### src/rtl/core/tcw_pkg.sv
`timescale 1ns / 1ps
package tcw_pkg;

	// screen geometry
	localparam int COLS   = 80;
	localparam int ROWS   = 25;
	localparam int CELLS  = COLS * ROWS;
	localparam int ADDR_W = $clog2(CELLS);

	// fixed field widths
	localparam int COL_W  = 7;
	localparam int ROW_W  = 5;
	localparam int CHAR_W = 8;
	localparam int CELL_W = 16;
	localparam int IDX_W  = 11;

	localparam logic [CHAR_W-1:0] NEWLINE     = 8'h0A;
	localparam logic [CHAR_W-1:0] BLANK_CHAR  = 8'h20;
	localparam logic [CHAR_W-1:0] RESET_COLOR = 8'h0F;

	typedef enum logic [1:0] {
		REQ_PUT   = 2'd0,
		REQ_CLEAR = 2'd1,
		REQ_READ  = 2'd2
	} req_t;

	// one memory access slot: one write and one read per cycle
	typedef struct packed {
		logic              we;
		logic [ADDR_W-1:0] waddr;
		logic [CELL_W-1:0] wdata;
		logic              re;
		logic [ADDR_W-1:0] raddr;
	} ram_req_t;

	typedef struct packed {
		logic [COL_W-1:0]  cursor_col;
		logic [ROW_W-1:0]  cursor_row;
		logic              scrolled;
		logic [CELL_W-1:0] read_cell;
	} res_t;

endpackage

### src/rtl/core/tcw_seq.sv
`timescale 1ns / 1ps
module tcw_seq (
	input  logic                              clk,
	input  logic                              arst_n,
	input  logic [tcw_pkg::CHAR_W-1:0]        text_color,
	input  logic                              in_acc,
	input  logic [1:0]                        req_type,
	input  logic [tcw_pkg::CHAR_W-1:0]        char_code,
	input  logic [tcw_pkg::IDX_W-1:0]         cell_index,
	output logic                              idle,
	output tcw_pkg::ram_req_t                 ram_req,
	input  logic [tcw_pkg::CELL_W-1:0]        rd_data,
	output logic                              res_valid,
	input  logic                              res_take,
	output tcw_pkg::res_t                     res
);

	localparam int AW = tcw_pkg::ADDR_W;
	localparam int CW = tcw_pkg::COL_W;
	localparam int RW = tcw_pkg::ROW_W;
	localparam logic [AW-1:0] COLS_A = AW'(tcw_pkg::COLS);
	localparam logic [AW-1:0] LAST_A = AW'(tcw_pkg::CELLS - 1);
	localparam logic [AW-1:0] TAIL_A = AW'(tcw_pkg::CELLS - tcw_pkg::COLS);

	typedef enum logic [4:0] {
		S_FILL = 5'b00001,
		S_IDLE = 5'b00010,
		S_COPY = 5'b00100,
		S_READ = 5'b01000,
		S_DONE = 5'b10000
	} state_t;

	state_t                     state_q;
	logic                       init_q;
	logic [AW-1:0]              cnt_q;
	logic [tcw_pkg::CHAR_W-1:0] fill_color_q;
	logic [CW-1:0]              cur_col_q;
	logic [RW-1:0]              cur_row_q;
	logic                       scrolled_q;
	logic [tcw_pkg::CELL_W-1:0] rd_q;
	logic                       cp_vld_s1;
	logic [AW-1:0]              cp_addr_s1;

	logic [AW-1:0]              cur_pos;
	logic                       is_nl;
	logic                       idx_ok;
	logic [CW:0]                col_inc;
	logic [RW:0]                row_inc;
	logic [RW:0]                row_n;
	logic [CW-1:0]              put_col;
	logic [RW-1:0]              put_row;
	logic                       put_scroll;

	assign cur_pos = AW'(cur_row_q) * COLS_A + AW'(cur_col_q);
	assign is_nl   = (char_code == tcw_pkg::NEWLINE);
	assign idx_ok  = (32'(cell_index) < tcw_pkg::CELLS);
	assign col_inc = {1'b0, cur_col_q} + (CW+1)'(1);
	assign row_inc = {1'b0, cur_row_q} + (RW+1)'(1);

	// cursor step for a put
	always_comb begin
		if (is_nl || col_inc == (CW+1)'(tcw_pkg::COLS)) begin
			put_col = '0;
			row_n   = row_inc;
		end else begin
			put_col = col_inc[CW-1:0];
			row_n   = {1'b0, cur_row_q};
		end
		put_scroll = (row_n == (RW+1)'(tcw_pkg::ROWS));
		put_row    = put_scroll ? RW'(tcw_pkg::ROWS - 1) : row_n[RW-1:0];
	end

	// memory port: copy write-back wins over fill, fill stalls meanwhile
	always_comb begin
		ram_req       = '0;
		ram_req.waddr = cnt_q;
		ram_req.wdata = {fill_color_q, tcw_pkg::BLANK_CHAR};
		ram_req.raddr = cnt_q;
		if (cp_vld_s1) begin
			ram_req.we    = 1'b1;
			ram_req.waddr = cp_addr_s1;
			ram_req.wdata = rd_data;
		end else if (state_q == S_FILL) begin
			ram_req.we = 1'b1;
		end else if (in_acc && req_type == tcw_pkg::REQ_PUT && !is_nl) begin
			ram_req.we    = 1'b1;
			ram_req.waddr = cur_pos;
			ram_req.wdata = {text_color, char_code};
		end
		if (state_q == S_COPY) begin
			ram_req.re = 1'b1;
		end else if (in_acc && req_type == tcw_pkg::REQ_READ && idx_ok) begin
			ram_req.re    = 1'b1;
			ram_req.raddr = AW'(cell_index);
		end
	end

	always_ff @(posedge clk or negedge arst_n) begin
		if (!arst_n) begin
			state_q      <= S_FILL;
			init_q       <= 1'b1;
			cnt_q        <= '0;
			fill_color_q <= tcw_pkg::RESET_COLOR;
			cur_col_q    <= '0;
			cur_row_q    <= '0;
			scrolled_q   <= 1'b0;
			rd_q         <= '0;
			cp_vld_s1    <= 1'b0;
		end else begin
			cp_vld_s1 <= (state_q == S_COPY);
			unique case (state_q)
				S_FILL: begin
					if (!cp_vld_s1) begin
						if (cnt_q == LAST_A) begin
							init_q  <= 1'b0;
							state_q <= init_q ? S_IDLE : S_DONE;
						end else begin
							cnt_q <= cnt_q + AW'(1);
						end
					end
				end
				S_IDLE: begin
					if (in_acc) begin
						scrolled_q <= 1'b0;
						rd_q       <= '0;
						unique case (req_type)
							tcw_pkg::REQ_PUT: begin
								cur_col_q <= put_col;
								cur_row_q <= put_row;
								if (put_scroll) begin
									scrolled_q   <= 1'b1;
									cnt_q        <= COLS_A;
									fill_color_q <= text_color;
									state_q      <= S_COPY;
								end else begin
									state_q <= S_DONE;
								end
							end
							tcw_pkg::REQ_CLEAR: begin
								cur_col_q    <= '0;
								cur_row_q    <= '0;
								cnt_q        <= '0;
								fill_color_q <= text_color;
								state_q      <= S_FILL;
							end
							tcw_pkg::REQ_READ: begin
								state_q <= idx_ok ? S_READ : S_DONE;
							end
							default: begin
								state_q <= S_DONE;
							end
						endcase
					end
				end
				S_COPY: begin
					if (cnt_q == LAST_A) begin
						cnt_q   <= TAIL_A;
						state_q <= S_FILL;
					end else begin
						cnt_q <= cnt_q + AW'(1);
					end
				end
				S_READ: begin
					rd_q    <= rd_data;
					state_q <= S_DONE;
				end
				S_DONE: begin
					if (res_take) begin
						state_q <= S_IDLE;
					end
				end
				default: begin
					state_q <= S_IDLE;
				end
			endcase
		end
	end

	// a row move is pipelined: read at cnt, write in the next cycle one row up (cnt - COLS)
	always_ff @(posedge clk) begin
		cp_addr_s1 <= cnt_q - COLS_A;
	end

	assign idle      = (state_q == S_IDLE);
	assign res_valid = (state_q == S_DONE);
	assign res       = '{cursor_col: cur_col_q, cursor_row: cur_row_q,
	                     scrolled: scrolled_q, read_cell: rd_q};

	a_row_range: assert property (@(posedge clk) disable iff (!arst_n)
		32'(cur_row_q) < tcw_pkg::ROWS)
		else $error("cursor row past bottom");

	a_col_range: assert property (@(posedge clk) disable iff (!arst_n)
		32'(cur_col_q) < tcw_pkg::COLS)
		else $error("cursor column past line end");

	a_copy_wb: assert property (@(posedge clk) disable iff (!arst_n)
		cp_vld_s1 |-> (state_q == S_COPY || state_q == S_FILL))
		else $error("copy write-back outside scroll");

	a_read_done: assert property (@(posedge clk) disable iff (!arst_n)
		state_q == S_READ |=> state_q == S_DONE)
		else $error("read did not finish");

	a_scroll_row: assert property (@(posedge clk) disable iff (!arst_n)
		state_q == S_COPY |-> 32'(cur_row_q) == tcw_pkg::ROWS - 1 && scrolled_q)
		else $error("scroll without cursor on last row");

endmodule

### config.mk
export PLATFORM = sky130hd
export DESIGN_NAME = tcw_seq
export DESIGN_NICKNAME = d
export VERILOG_FILES = /design/src/rtl/core/tcw_pkg.sv /design/src/rtl/core/tcw_seq.sv
export SDC_FILE = /design/constraint.sdc
export NUM_CORES = 1
export LEC_CHECK = 0
export BUFFER_PORTS_ARGS = -buffer_cell sky130_fd_sc_hd__buf_2
export CAP_MARGIN = 30
export CORE_UTILIZATION = 53
export CTS_CLUSTER_DIAMETER = 80
export CTS_CLUSTER_SIZE = 24
export DETAILED_ROUTE_END_ITERATION = 12
export GPL_TIMING_DRIVEN = 0
export PLACE_DENSITY = 0.84
export SLEW_MARGIN = 20
export SYNTH_ARGS = -nofsm -noshare
export SYNTH_HDL_FRONTEND = slang
export SYNTH_SLANG_ARGS = --single-unit
### constraint.sdc
create_clock -name clk -period 3.2 [get_ports clk]
set_input_delay 0.64 -clock clk [delete_from_list [all_inputs] [get_ports clk]]
set_output_delay 0.64 -clock clk [all_outputs]
set_load 0.01 [all_outputs]
Word level (Yosys, flattened, before mapping)
Index checks and enable logic that the tools add are counted.
Widths: inputs -> output; s select.
{"block": "totals", "register_bits": 66, "in_bits": 49, "output_inout_bits": 71, "elab_cells": 90}
{"block": "op_classes", "n_addsub": 5, "mul": 1, "magnitude_cmp": 1, "n_eq_ne": 20, "n_mux": 35, "n_bitwise": 1, "reduce_logical": 17}
{"operator": "$mux 11", "n": 6}
{"operator": "$mux 28", "n": 2}
{"operator": "$mux 5", "n": 9}
{"operator": "$pmux 11 s3", "n": 1}
{"operator": "$pmux 16 s2", "n": 1}
{"operator": "$mux 27", "n": 1}
{"operator": "$pmux 5 s5", "n": 1}
{"operator": "$pmux 11 s2", "n": 1}
{"operator": "$mux 16", "n": 1}
{"operator": "$pmux 8 s2", "n": 1}
{"operator": "$pmux 5 s3", "n": 1}
{"operator": "$pmux 7 s2", "n": 1}
{"operator": "$mux 12", "n": 1}
{"operator": "$add 11x1->11 const B", "n": 1}
{"operator": "$add 11x7->11", "n": 1}
{"operator": "$eq 11x11->1 const B", "n": 1}
{"operator": "$lt 11x11->1 const B", "n": 1}
{"operator": "$sub 11x7->11 const B", "n": 1}
{"operator": "$pmux 5 s2", "n": 1}
{"operator": "$add 7x1->8 const B", "n": 1}
{"operator": "$eq 8x4->1 const B", "n": 1}
{"operator": "$eq 8x7->1 const B", "n": 1}
{"operator": "$mux 8", "n": 1}
{"operator": "$ne 2x2->1 const B", "n": 4}
{"operator": "28 further kinds", "n": 39}

Depth between registers and ports, before layout
Gate-level depths: netlist of the first run.
{"block": "logic_depth", "word_depth": 9, "depth_mapped": 10, "depth_no_buf": 10}

Least setup slack after synthesis of the first run
Ideal clock, no wire load.
{"block": "synth_timing", "kind": "reg-to-output", "start": "reg cur_row_q[3]", "end": "out ram_req[38] (netlist bit)", "t_arrival_ps": 2394, "required_time_ps": 2560, "path_slack_ps": 166, "stages_incl_launch_ff": 10, "n_path_buf": 0, "path_cell_list": "dfrtp_1 > ha_1 > ha_1 > inv_1 > fa_1 > nor3_1 > xnor2_1 > xnor2_1 > mux2i_1 > o21ai_0"}
{"item": "start, declared", "line_no": "tcw_seq.sv:38", "text": "logic [RW-1:0] cur_row_q;"}
{"item": "start signal, assigned", "line_no": "tcw_seq.sv:129", "text": "cur_row_q <= put_row;"}
{"item": "end, declared", "line_no": "tcw_seq.sv:11", "text": "output tcw_pkg::ram_req_t ram_req,"}

==> flow_metrics.py, run 1 <==
metrics = {
    "global_routing": {
        "grt_use_met3_pct": 5.135,
        "gr-total-overflow": 0,
        "antenna_found_initial": 0,
        "grt_use_met2_pct": 49.30,
        "grt_pass1_wl_um": 19660,
        "grt_usage_pct": 30.02,
        "grtUsageMet1_pct": 39.82,
        "grt_max_degree": 56,
        "grt_pass1_vias": 3964,
        "top_usage_layer": "met2",
    },
    "critical_path": {
        "criticalPathCategory": "flop to primary output",
        "worst-path-max-fanout": 3,
        "r2r_cells": 7,
        "r2r-end": "fill_color_q[7]",
        "start_kind": "flop",
        "cp-startpoint": "cur_row_q[1]",
        "setup.worst_path.end_class": "primary output",
        "crit_arrival_ps": 2740,
        "ff2ff_setup_slack_ps": 210,
        "r2r-start": "cur_col_q[0]",
        "cp_data_required_time_ps": 2560,
    },
    "synth": {
        "synthArstFlopShare_pct": 83.33,
        "synth_edf_count": 0,
        "seq_area_frac_synth_pct": 38.78,
        "synth-seq-cells": 66,
        "synth_area_leader_cell": "dfrtp_1",
        "yosys.area_share.simple_pct": 19.06,
        "ys_warn_count": 0,
        "synth_xor_area_share_pct": 2.753,
        "muxShareOfSynthArea_pct": 7.743,
        "ys_types": 61,
        "synth_compound_area_share_pct": 22.35,
        "yosys_most_used_dff": "dfrtp_1",
        "synth_top_family_by_area": "compound AO/OA/AOI/OAI gates",
        "synth.net_count": 532,
        "postSynthAreaPerCell_um2": 8.877,
        "synth_area_mm2": 0.004136,
        "synthAdderAreaFrac_pct": 5.505,
        "syn_inst": 466,
        "synthTopCellsByArea": "dfrtp_1 (30%), o21ai_0 (6.7%), nand2_1 (6.3%)",
        "synth_top_area_share_pct": 29.64,
    },
    "sta": {
        "drv_slew": 0,
        "min_period_ps": 3384,
        "rsz0062_at_grt": "yes",
        "timing.final.crit_share_pct": 105.7,
        "fin_skew_ps": 9.430,
        "finalWorstSetupSlack_ps": -183.7,
        "worst_slew_pin_slew_ps": 985.0,
        "maxSlewHeadroom_pct": 33.83,
        "max_freq_mhz": 295.5,
        "setup_violations": 3,
        "finalHoldViolCount": 0,
    },
    "cells_and_area": {
        "drive_gt1_share_pct": 33.66,
        "n_fill_cell": 575,
        "final_common_cell": "buf_2",
        "utilization_pct": 71.37,
        "num_antenna_cells": 0,
        "nets": 676,
        "most-common-layout-cells": "buf_2 (119), nand2_1 (69), o21ai_0 (51)",
        "layout.cells.non_filler": 714,
        "syn_to_final_growth_pct": 27.83,
    },
    "pwr": {
        "comb_power_share_pct": 37.4,
        "switching_share_pct": 38.03,
        "ir_drop_mv": 0.4043,
        "switchingPower_mw": 1.248,
        "p_int_mw": 2.034,
        "power.leakage_nw": 2.572,
        "finalPower_mw": 3.282,
        "seq_power_share_pct": 38.2,
        "clkPwrFrac_pct": 24.5,
        "powerDensity_mw_per_mm2": 620.7,
    },
    "drt": {
        "dr.pass1.iters": 5,
        "dr.first_iter.drc_count": 334,
        "route.detailed.drc": 0,
        "wirelength_um": 12090,
        "vias": 4286,
        "drtAntennaViolNets": 0,
        "vias_per_cell": 6.003,
        "wl_per_cell_um": 16.94,
    },
    "placed_design": {
        "finalWeightedCongestion": 0.9024,
        "io_buffers": 118,
        "post-place-ws_ps": -363.0,
        "dp_hpwl_um": 8783,
        "placedCellCount": 684,
    },
    "floorplan": {
        "row_count": 31,
        "die_w_um": 90.35,
        "die_y_um": 90.35,
        "num_io_pins": 120,
        "initial_core_util_pct": 55.84,
        "dieArea_mm2": 0.008162,
        "fp.coreArea_mm2": 0.007408,
    },
    "cts": {
        "cts.sinks": 66,
        "cts_root_buf": "clkbuf_8",
        "cts_tree": "yes",
        "postCtsHoldBufs": 0,
        "clk_pin_slew_ps": 80,
        "cts_buffers": 9,
        "clockBufferDepth": 2,
        "insertion_delay_ps": 350,
        "h-tree-depth": 3,
    },
    "run_status": {
        "status": "complete, but fails checks",
        "violations": "setup timing",
    },
    "flow_run": {
        "max_cap_violations": 0,
    },
    "min_path": {
        "hold_class": "input port to async pin",
    },
}
[power by group through the flow]
stage	registers (mW)	clock network (mW)	logic, mW
after detailed placement	1.26	0	1.19
after global placement	1.25	0	1.15
final	1.25	0.803	1.23
after floorplan	1.24	0	0.753
after CTS	1.25	0.806	1.21
after global routing	1.28	0.846	1.34
[per-layer routing]
layer	part of all wire [%]	vias to the layer above
li1	-	1982
met1	43	2040
met2	47	227
met3	7.4	37
met4	2.8	0
met5	0	-
[stage by stage]
step | TNS [ps] | area, um2 | hold WS [ps]
detailed placement | -6528 | 4858 | 460.5
global route | -534.2 | 5288 | 388.7
global placement | -5659 | 4851 | 455.6
floorplan | 0 | 4136 | 344.4
CTS | -110.8 | 5228 | 356.5
finish | -309.6 | 5288 | 331.1
[synth_stat cells, types with 9 or more instances]
master and number:
a21oi_1 27, a22o_1 17, clkbuf_1 21, dfrtp_1 49, dfxtp_1 11, ha_1 15, inv_1 16, mux2_2 16
mux2i_1 14, nand2_1 69, nand3_1 9, nor2_1 31, nor3_1 15, o21ai_0 55
[worst max-delay path by stage]
stage	end	slack [ps]	depth (start not counted)
2_1_floorplan	ram_req[38]	170	9
3_3_place_gp	ram_req[32]	-310	8
3_5_place_dp	ram_req[38]	-360	8
4_1_cts	ram_req[38]	-110	11
5_1_grt	ram_req[38]	-230	10
6_report	ram_req[38]	-180	10
[area by class of cell]
class,count,area (um2),area share (%)
Buffer,23,105.1,1.988
Clock buffer,9,123.9,2.343
Clock inverter,7,102.6,1.940
Inverter,16,60.06,1.136
Multi-Input combinational cell,361,2462,46.57
Sequential cell,66,1610,30.45
Tap cell,99,123.9,2.343
Timing Repair Buffer,133,699.4,13.23
[critical path, cell delays in order, from the launching register on]
cell and delay (ps):
dfrtp_2 440, ha_4 250, ha_4 160, inv_2 50
fa_2 480, nor3_2 230, xnor2_1 170, xnor2_1 160
mux2i_1 110, o21ai_1 170, buf_2 170
[cells by family after synthesis]
| group | Yosys count |
|---|---|
| flops | 66 |
| simple gates | 165 |
| xor+xnor | 13 |
| compound gates | 136 |
| mux | 30 |
| buf+inv | 39 |
| fa+ha+maj | 17 |
[state kept, by name, indices dropped and copies added (netlist names)]
signal	count
scrolled_q	1
cur_row_q	5
state_q	5
cp_vld_s1	1
fill_color_q	8
cp_addr_s1	11
init_q	1
rd_q	16
cur_col_q	7
cnt_q	11
[timing repair]
item | 4_1_cts | 5_1_grt
endpoints found under the hold margin | 0 | 0
setup buffers | 9 | 5
gates resized for setup | 25 | 11
pin swaps | 8 | 9
endpoints found under the setup margin | 29 | 12
gates cloned | 0 | 0
(Power assumes the default switching activity.)
==> run 2: changes to the inputs <==
--- a/config.mk
+++ b/config.mk
@@ -7,12 +7,14 @@
 export LEC_CHECK = 0
 export BUFFER_PORTS_ARGS = -buffer_cell sky130_fd_sc_hd__buf_2
 export CAP_MARGIN = 30
+export CORE_ASPECT_RATIO = 1.4
+export CORE_MARGIN = 3
 export CORE_UTILIZATION = 53
 export CTS_CLUSTER_DIAMETER = 80
 export CTS_CLUSTER_SIZE = 24
 export DETAILED_ROUTE_END_ITERATION = 12
 export GPL_TIMING_DRIVEN = 0
-export PLACE_DENSITY = 0.84
+export PLACE_DENSITY = 0.81
 export SLEW_MARGIN = 20
 export SYNTH_ARGS = -nofsm -noshare
 export SYNTH_HDL_FRONTEND = slang
==> run 2 against run 1 <==
Compared with the run above: the run still ends with setup timing left; worst hold slack about the same; non-clock buffer count decreased by 3; count of clock-buffer cells in the layout stayed put; global-route usage is 3.0 points lower; fmax grew 3.8%.
==> flow_metrics.py, run 2 (same netlist as run 1, synthesis figures left out) <==
metrics = {
    "global_routing": {
        "grt_usage_pct": 27.02,
        "antenna_found_initial": 0,
        "grt_pass1_vias": 3905,
        "gr-total-overflow": 0,
        "grt_max_degree": 56,
        "grt_pass1_wl_um": 19150,
    },
    "cells_and_area": {
        "drive_gt1_share_pct": 33.33,
        "nets": 673,
        "top_register": "rd_q",
        "num_antenna_cells": 0,
        "utilization_pct": 70.24,
        "multi_input_area_mm2": 0.002455,
        "most-common-layout-cells": "buf_2 (121), nand2_1 (69), o21ai_0 (51)",
        "seq_area_mm2": 0.001610,
        "n_fill_cell": 611,
        "largest_register_ffs": 16,
        "design_area_mm2": 0.005235,
        "largestRegisters": "rd_q x16, cnt_q x11, cp_addr_s1 x11",
        "syn_to_final_growth_pct": 26.56,
        "final_common_cell": "buf_2",
    },
    "sta": {
        "timing.final.crit_share_pct": 101.8,
        "finalWorstSetupSlack_ps": -58.61,
        "drv_slew": 0,
        "setup_violations": 2,
        "min_period_ps": 3259,
        "worst_slew_pin_slew_ps": 701.0,
        "maxSlewHeadroom_pct": 53.26,
        "rsz0062_at_grt": "yes",
        "fin_skew_ps": 12.63,
        "max_freq_mhz": 306.9,
        "finalHoldViolCount": 0,
    },
    "pwr": {
        "switching_share_pct": 38.42,
        "power.leakage_nw": 2.558,
        "powerDensity_mw_per_mm2": 606.5,
        "switchingPower_mw": 1.220,
        "seq_power_share_pct": 39.5,
        "finalPower_mw": 3.175,
        "clkPwrFrac_pct": 22.5,
        "comb_power_share_pct": 38.0,
        "p_int_mw": 1.955,
        "ir_drop_mv": 0.5666,
    },
    "critical_path": {
        "cpPeakStageDelay_ps": 470,
        "path_cells": "ha_4, ha_4, inv_2, fa_2, nor3_2, xnor2_1, xnor2_1, mux2i_1, o21ai_1, buf_2",
        "cp_num_buf_inv": 2,
        "cpMaxStageDelayCell": "fa_2",
        "criticalPathCategory": "flop to primary output",
        "worst-path-max-fanout": 3,
        "cp_data_required_time_ps": 2560,
        "cp_top_family": "adder cells",
        "start_kind": "flop",
        "setup.worst_path.end_class": "primary output",
        "crit_arrival_ps": 2620,
    },
    "cts": {
        "cts_tree": "yes",
        "cts_root_buf": "clkbuf_8",
        "insertion_delay_ps": 350,
        "cts_buffers": 9,
        "clk_pin_slew_ps": 70,
        "clockBufferDepth": 2,
        "postCtsHoldBufs": 0,
        "cts.sinks": 66,
        "h-tree-depth": 3,
    },
    "flow_run": {
        "max_cap_violations": 0,
    },
    "placed_design": {
        "place_area_mm2": 0.004856,
        "finalWeightedCongestion": 0.9525,
        "dp_hpwl_um": 8949,
        "io_buffers": 118,
    },
    "drt": {
        "wirelength_um": 12070,
        "vias_per_cell": 5.968,
        "drtAntennaViolNets": 0,
        "dr.pass1.iters": 4,
        "dr.first_iter.drc_count": 328,
        "vias": 4231,
        "route.detailed.drc": 0,
        "wl_per_cell_um": 17.02,
    },
    "floorplan": {
        "dieArea_mm2": 0.008916,
        "die_w_um": 80.67,
        "num_io_pins": 120,
        "die_y_um": 110.5,
        "initial_core_util_pct": 55.50,
        "fp.coreArea_mm2": 0.007453,
        "row_count": 37,
    },
    "min_path": {
        "hold_class": "input port to async pin",
    },
    "run_status": {
        "status": "complete, but fails checks",
        "violations": "setup timing",
    },
}
## run 2: cell types whose count changed in the layout (fill, tap and decap cells not counted), sizes merged
| cell | change |
|---|---|
| clkinvlp | -1 |
| buf | -3 |
| clkinv | +2 |
| bufinv | -1 |
## run 2: per-stage QoR
step           TNS (ps)  setup WS (ps)  hold slack (ps)  std cells
6_report         -67.40         -58.61            330.7        709
3_3_place_gp      -5120         -277.3            456.5        681
5_1_grt          -401.9         -184.9            392.3        709
4_1_cts          -100.2         -100.2            354.4        705
3_5_place_dp      -4731         -269.0            461.5        682
2_1_floorplan         0          165.5            344.4        466
## run 2: worst paths after layout
kind,start,end,slack [ps],depth (start not counted)
hold / removal,arst_n,rd_q[4],330,1
setup / recovery,cur_row_q[1],ram_req[38],-60,10
hold reg to reg,init_q,init_q,470,1
max in group asynchronous,arst_n,cur_row_q[1],2380,1
min in group clk,init_q,init_q,470,1
setup reg to reg,cur_col_q[0],fill_color_q[6],270,7
## run 2: power groups by stage
stage	sequential (mW)	clock (mW)	combinational, mW
final	1.26	0.715	1.20
after global routing	1.28	0.753	1.34
after CTS	1.25	0.723	1.20
after detailed placement	1.27	0	1.18
after global placement	1.25	0	1.15
after floorplan	1.24	0	0.753
## run 2: what timing repair did
action                                  4_1_cts  5_1_grt
buffers inserted                              7        3
endpoints found under the setup margin       28       16
gates resized for setup                      23       13
pin swaps                                     8        6
## run 2: per-layer routing
metal | GRT usage [%] | up-vias | wire (um)
met3 | 4.323 | 30 | 924
met5 | 0 | - | 0
met4 | 8.906 | 0 | 323
li1 | - | 1978 | -
met1 | 34.01 | 2019 | 4699
met2 | 46.29 | 204 | 6122
## run 2: final cells by class
type	instances	share of cell area [%]
buffer	23	2.055
sequential	66	30.76
tap	97	2.318
clock inverter	7	1.506
inverter	16	1.147
clock buffer	9	2.366
multi-input combinational	361	46.89
timing repair buffer	130	12.95
==> run 3: changes to the inputs <==
--- a/config.mk
+++ b/config.mk
@@ -7,14 +7,16 @@
 export LEC_CHECK = 0
 export BUFFER_PORTS_ARGS = -buffer_cell sky130_fd_sc_hd__buf_2
 export CAP_MARGIN = 30
+export CELL_PAD_IN_SITES_DETAIL_PLACEMENT = 0
+export CELL_PAD_IN_SITES_GLOBAL_PLACEMENT = 2
 export CORE_ASPECT_RATIO = 1.4
 export CORE_MARGIN = 3
-export CORE_UTILIZATION = 53
+export CORE_UTILIZATION = 31
 export CTS_CLUSTER_DIAMETER = 80
 export CTS_CLUSTER_SIZE = 24
 export DETAILED_ROUTE_END_ITERATION = 12
 export GPL_TIMING_DRIVEN = 0
-export PLACE_DENSITY = 0.81
+export PLACE_DENSITY_LB_ADDON = 0.1
 export SLEW_MARGIN = 20
 export SYNTH_ARGS = -nofsm -noshare
 export SYNTH_HDL_FRONTEND = slang
==> run 3 against run 2 <==
Compared with the run above: the flow still finishes with violations (setup timing); non-clock buffer count is 2 lower; via count is 3.8% lower; sequential power hardly changed; total power is 6.1% higher; final cell count is 11% higher; critical path depth stayed put; die area is 66% higher; global-route usage is 7.5 points lower; wire length is 18% higher; count of clock-buffer cells in the layout is 3 higher.
==> flow_metrics.py, run 3 (same netlist as run 1, synthesis figures left out) <==
metrics = {
    "drt": {
        "route.detailed.drc": 0,
        "vias": 4072,
        "met3_length_um": 752,
        "wirelength_um": 14200,
        "wl_met2_um": 7372,
        "vias_per_cell": 5.168,
        "dr.first_iter.drc_count": 160,
        "wl_per_cell_um": 18.02,
        "wl_met1_um": 5933,
        "topRoutingLayerUsed": "met4",
        "drtAntennaViolNets": 0,
        "dr.pass1.iters": 5,
    },
    "cts": {
        "clk_pin_slew_ps": 60,
        "cts_tree": "yes",
        "cts_root_buf": "clkbuf_16",
        "postCtsHoldBufs": 0,
        "clockBufferDepth": 2,
        "h-tree-depth": 3,
        "cts.sinks": 66,
        "insertion_delay_ps": 340,
        "cts_buffers": 9,
    },
    "sta": {
        "setup_violations": 1,
        "drv_slew": 0,
        "maxSlewHeadroom_pct": 33.37,
        "max_freq_mhz": 311.8,
        "rsz0062_at_grt": "yes",
        "worst_slew_pin_slew_ps": 999.4,
        "min_period_ps": 3207,
        "finalWorstSetupSlack_ps": -6.883,
        "timing.final.crit_share_pct": 100.2,
        "hold_ws_ps": 369.9,
        "fin_skew_ps": 11.58,
        "finalHoldViolCount": 0,
    },
    "placed_design": {
        "io_buffers": 118,
        "placedCellCount": 764,
        "place_area_mm2": 0.004962,
        "finalWeightedCongestion": 0.8636,
        "post-place-ws_ps": -403.9,
        "dp_hpwl_um": 10660,
    },
    "cells_and_area": {
        "top_register": "rd_q",
        "syn_to_final_growth_pct": 30.16,
        "drive_gt1_share_pct": 33.11,
        "design_area_mm2": 0.005384,
        "nets": 671,
        "n_fill_cell": 1361,
        "num_antenna_cells": 0,
        "most-common-layout-cells": "buf_2 (120), nand2_1 (69), o21ai_0 (50)",
        "largestRegisters": "rd_q x16, cnt_q x11, cp_addr_s1 x11",
        "final_common_cell": "buf_2",
        "layout.cells.non_filler": 788,
        "largest_register_ffs": 16,
    },
    "global_routing": {
        "grt_max_degree": 56,
        "grt_pass1_vias": 4086,
        "grt_usage_pct": 19.48,
        "gr-total-overflow": 0,
        "grt_pass1_wl_um": 22400,
        "antenna_found_initial": 0,
    },
    "critical_path": {
        "setup.worst_path.end_class": "primary output",
        "start_kind": "flop",
        "path_depth": 10,
        "crit_arrival_ps": 2570,
        "cp_data_required_time_ps": 2560,
        "r2r-start": "cur_col_q[0]",
        "cpMaxStageDelayCell": "fa_2",
        "ff2ff_setup_slack_ps": 310,
        "r2r-end": "cnt_q[6]",
        "r2r_cells": 7,
        "path_cells": "ha_4, ha_4, inv_2, fa_2, nor3_2, xnor2_1, xnor2_1, mux2i_1, o21ai_1, buf_2",
        "cp-startpoint": "cur_row_q[1]",
        "cpPeakStageDelay_ps": 460,
        "cp_num_buf_inv": 2,
        "cp_top_family": "adder cells",
        "worst-path-max-fanout": 3,
        "worstSetupEndpoint": "ram_req[38]",
        "criticalPathCategory": "flop to primary output",
    },
    "pwr": {
        "powerDensity_mw_per_mm2": 625.6,
        "power.leakage_nw": 2.571,
        "ir_drop_mv": 0.2755,
    },
    "floorplan": {
        "die_y_um": 142.7,
        "row_count": 49,
        "dieArea_mm2": 0.01478,
        "initial_core_util_pct": 31.98,
        "num_io_pins": 120,
        "fp.coreArea_mm2": 0.01294,
        "die_w_um": 103.6,
    },
    "run_status": {
        "status": "complete, but fails checks",
        "violations": "setup timing",
    },
    "flow_run": {
        "max_cap_violations": 0,
    },
    "min_path": {
        "hold_class": "input port to async pin",
    },
}
run 3: routing by layer:
layer	up-vias	global-route usage, %
li1	1975	-
met5	-	0
met2	120	35.79
met3	11	4.161
met4	0	5.602
met1	1966	23.00
run 3: final cells by class:
cell class | count | area, um2 | share of cell area, %
buffer | 23 | 106.4 | 1.975
clock buffer | 12 | 236.5 | 4.392
clock inverter | 4 | 22.52 | 0.4183
inverter | 16 | 60.06 | 1.116
multi-input combinational | 361 | 2461 | 45.71
sequential | 66 | 1612 | 29.93
tap | 178 | 222.7 | 4.137
timing repair buffer | 128 | 663.1 | 12.32
run 3: worst min-delay path by stage:
stage / from / to / slack [ps] / cells past startpoint
finish: arst_n / rd_q[0] / 370 / 1
global route: arst_n / rd_q[1] / 440 / 1
CTS: arst_n / rd_q[0] / 410 / 1
detailed placement: init_q / init_q / 460 / 1
global placement: cnt_q[1] / cp_addr_s1[1] / 450 / 0
floorplan: arst_n / cnt_q[0] / 340 / 0
run 3: worst register-to-register path: cells and delay by family (launching register included):
kind	cells	cell delay, ps
flops	1	500
simple gates	2	700
compound gates	5	1610
run 3: where the power goes:
group          leakage, nW  internal, mW  switching (mW)
clock                0.126         0.521           0.365
sequential           0.804          1.08           0.178
combinational         1.64         0.505           0.719
total                 2.57          2.11            1.26
run 3: what timing repair did:
action	CTS	global route
buffers inserted	6	2
endpoints found under the setup margin	29	21
resized for setup	25	13
pin swaps	8	7
run 3: per-stage QoR:
step / power (mW) / utilization (%) / setup TNS, ps
finish: 3.368 / 41.62 / -6.883
global route: 3.610 / 41.62 / -211.1
CTS: 3.396 / 41.26 / -76.67
detailed placement: 2.492 / 38.36 / -6496
global placement: 2.481 / 38.26 / -7807
floorplan: 1.997 / - / 0
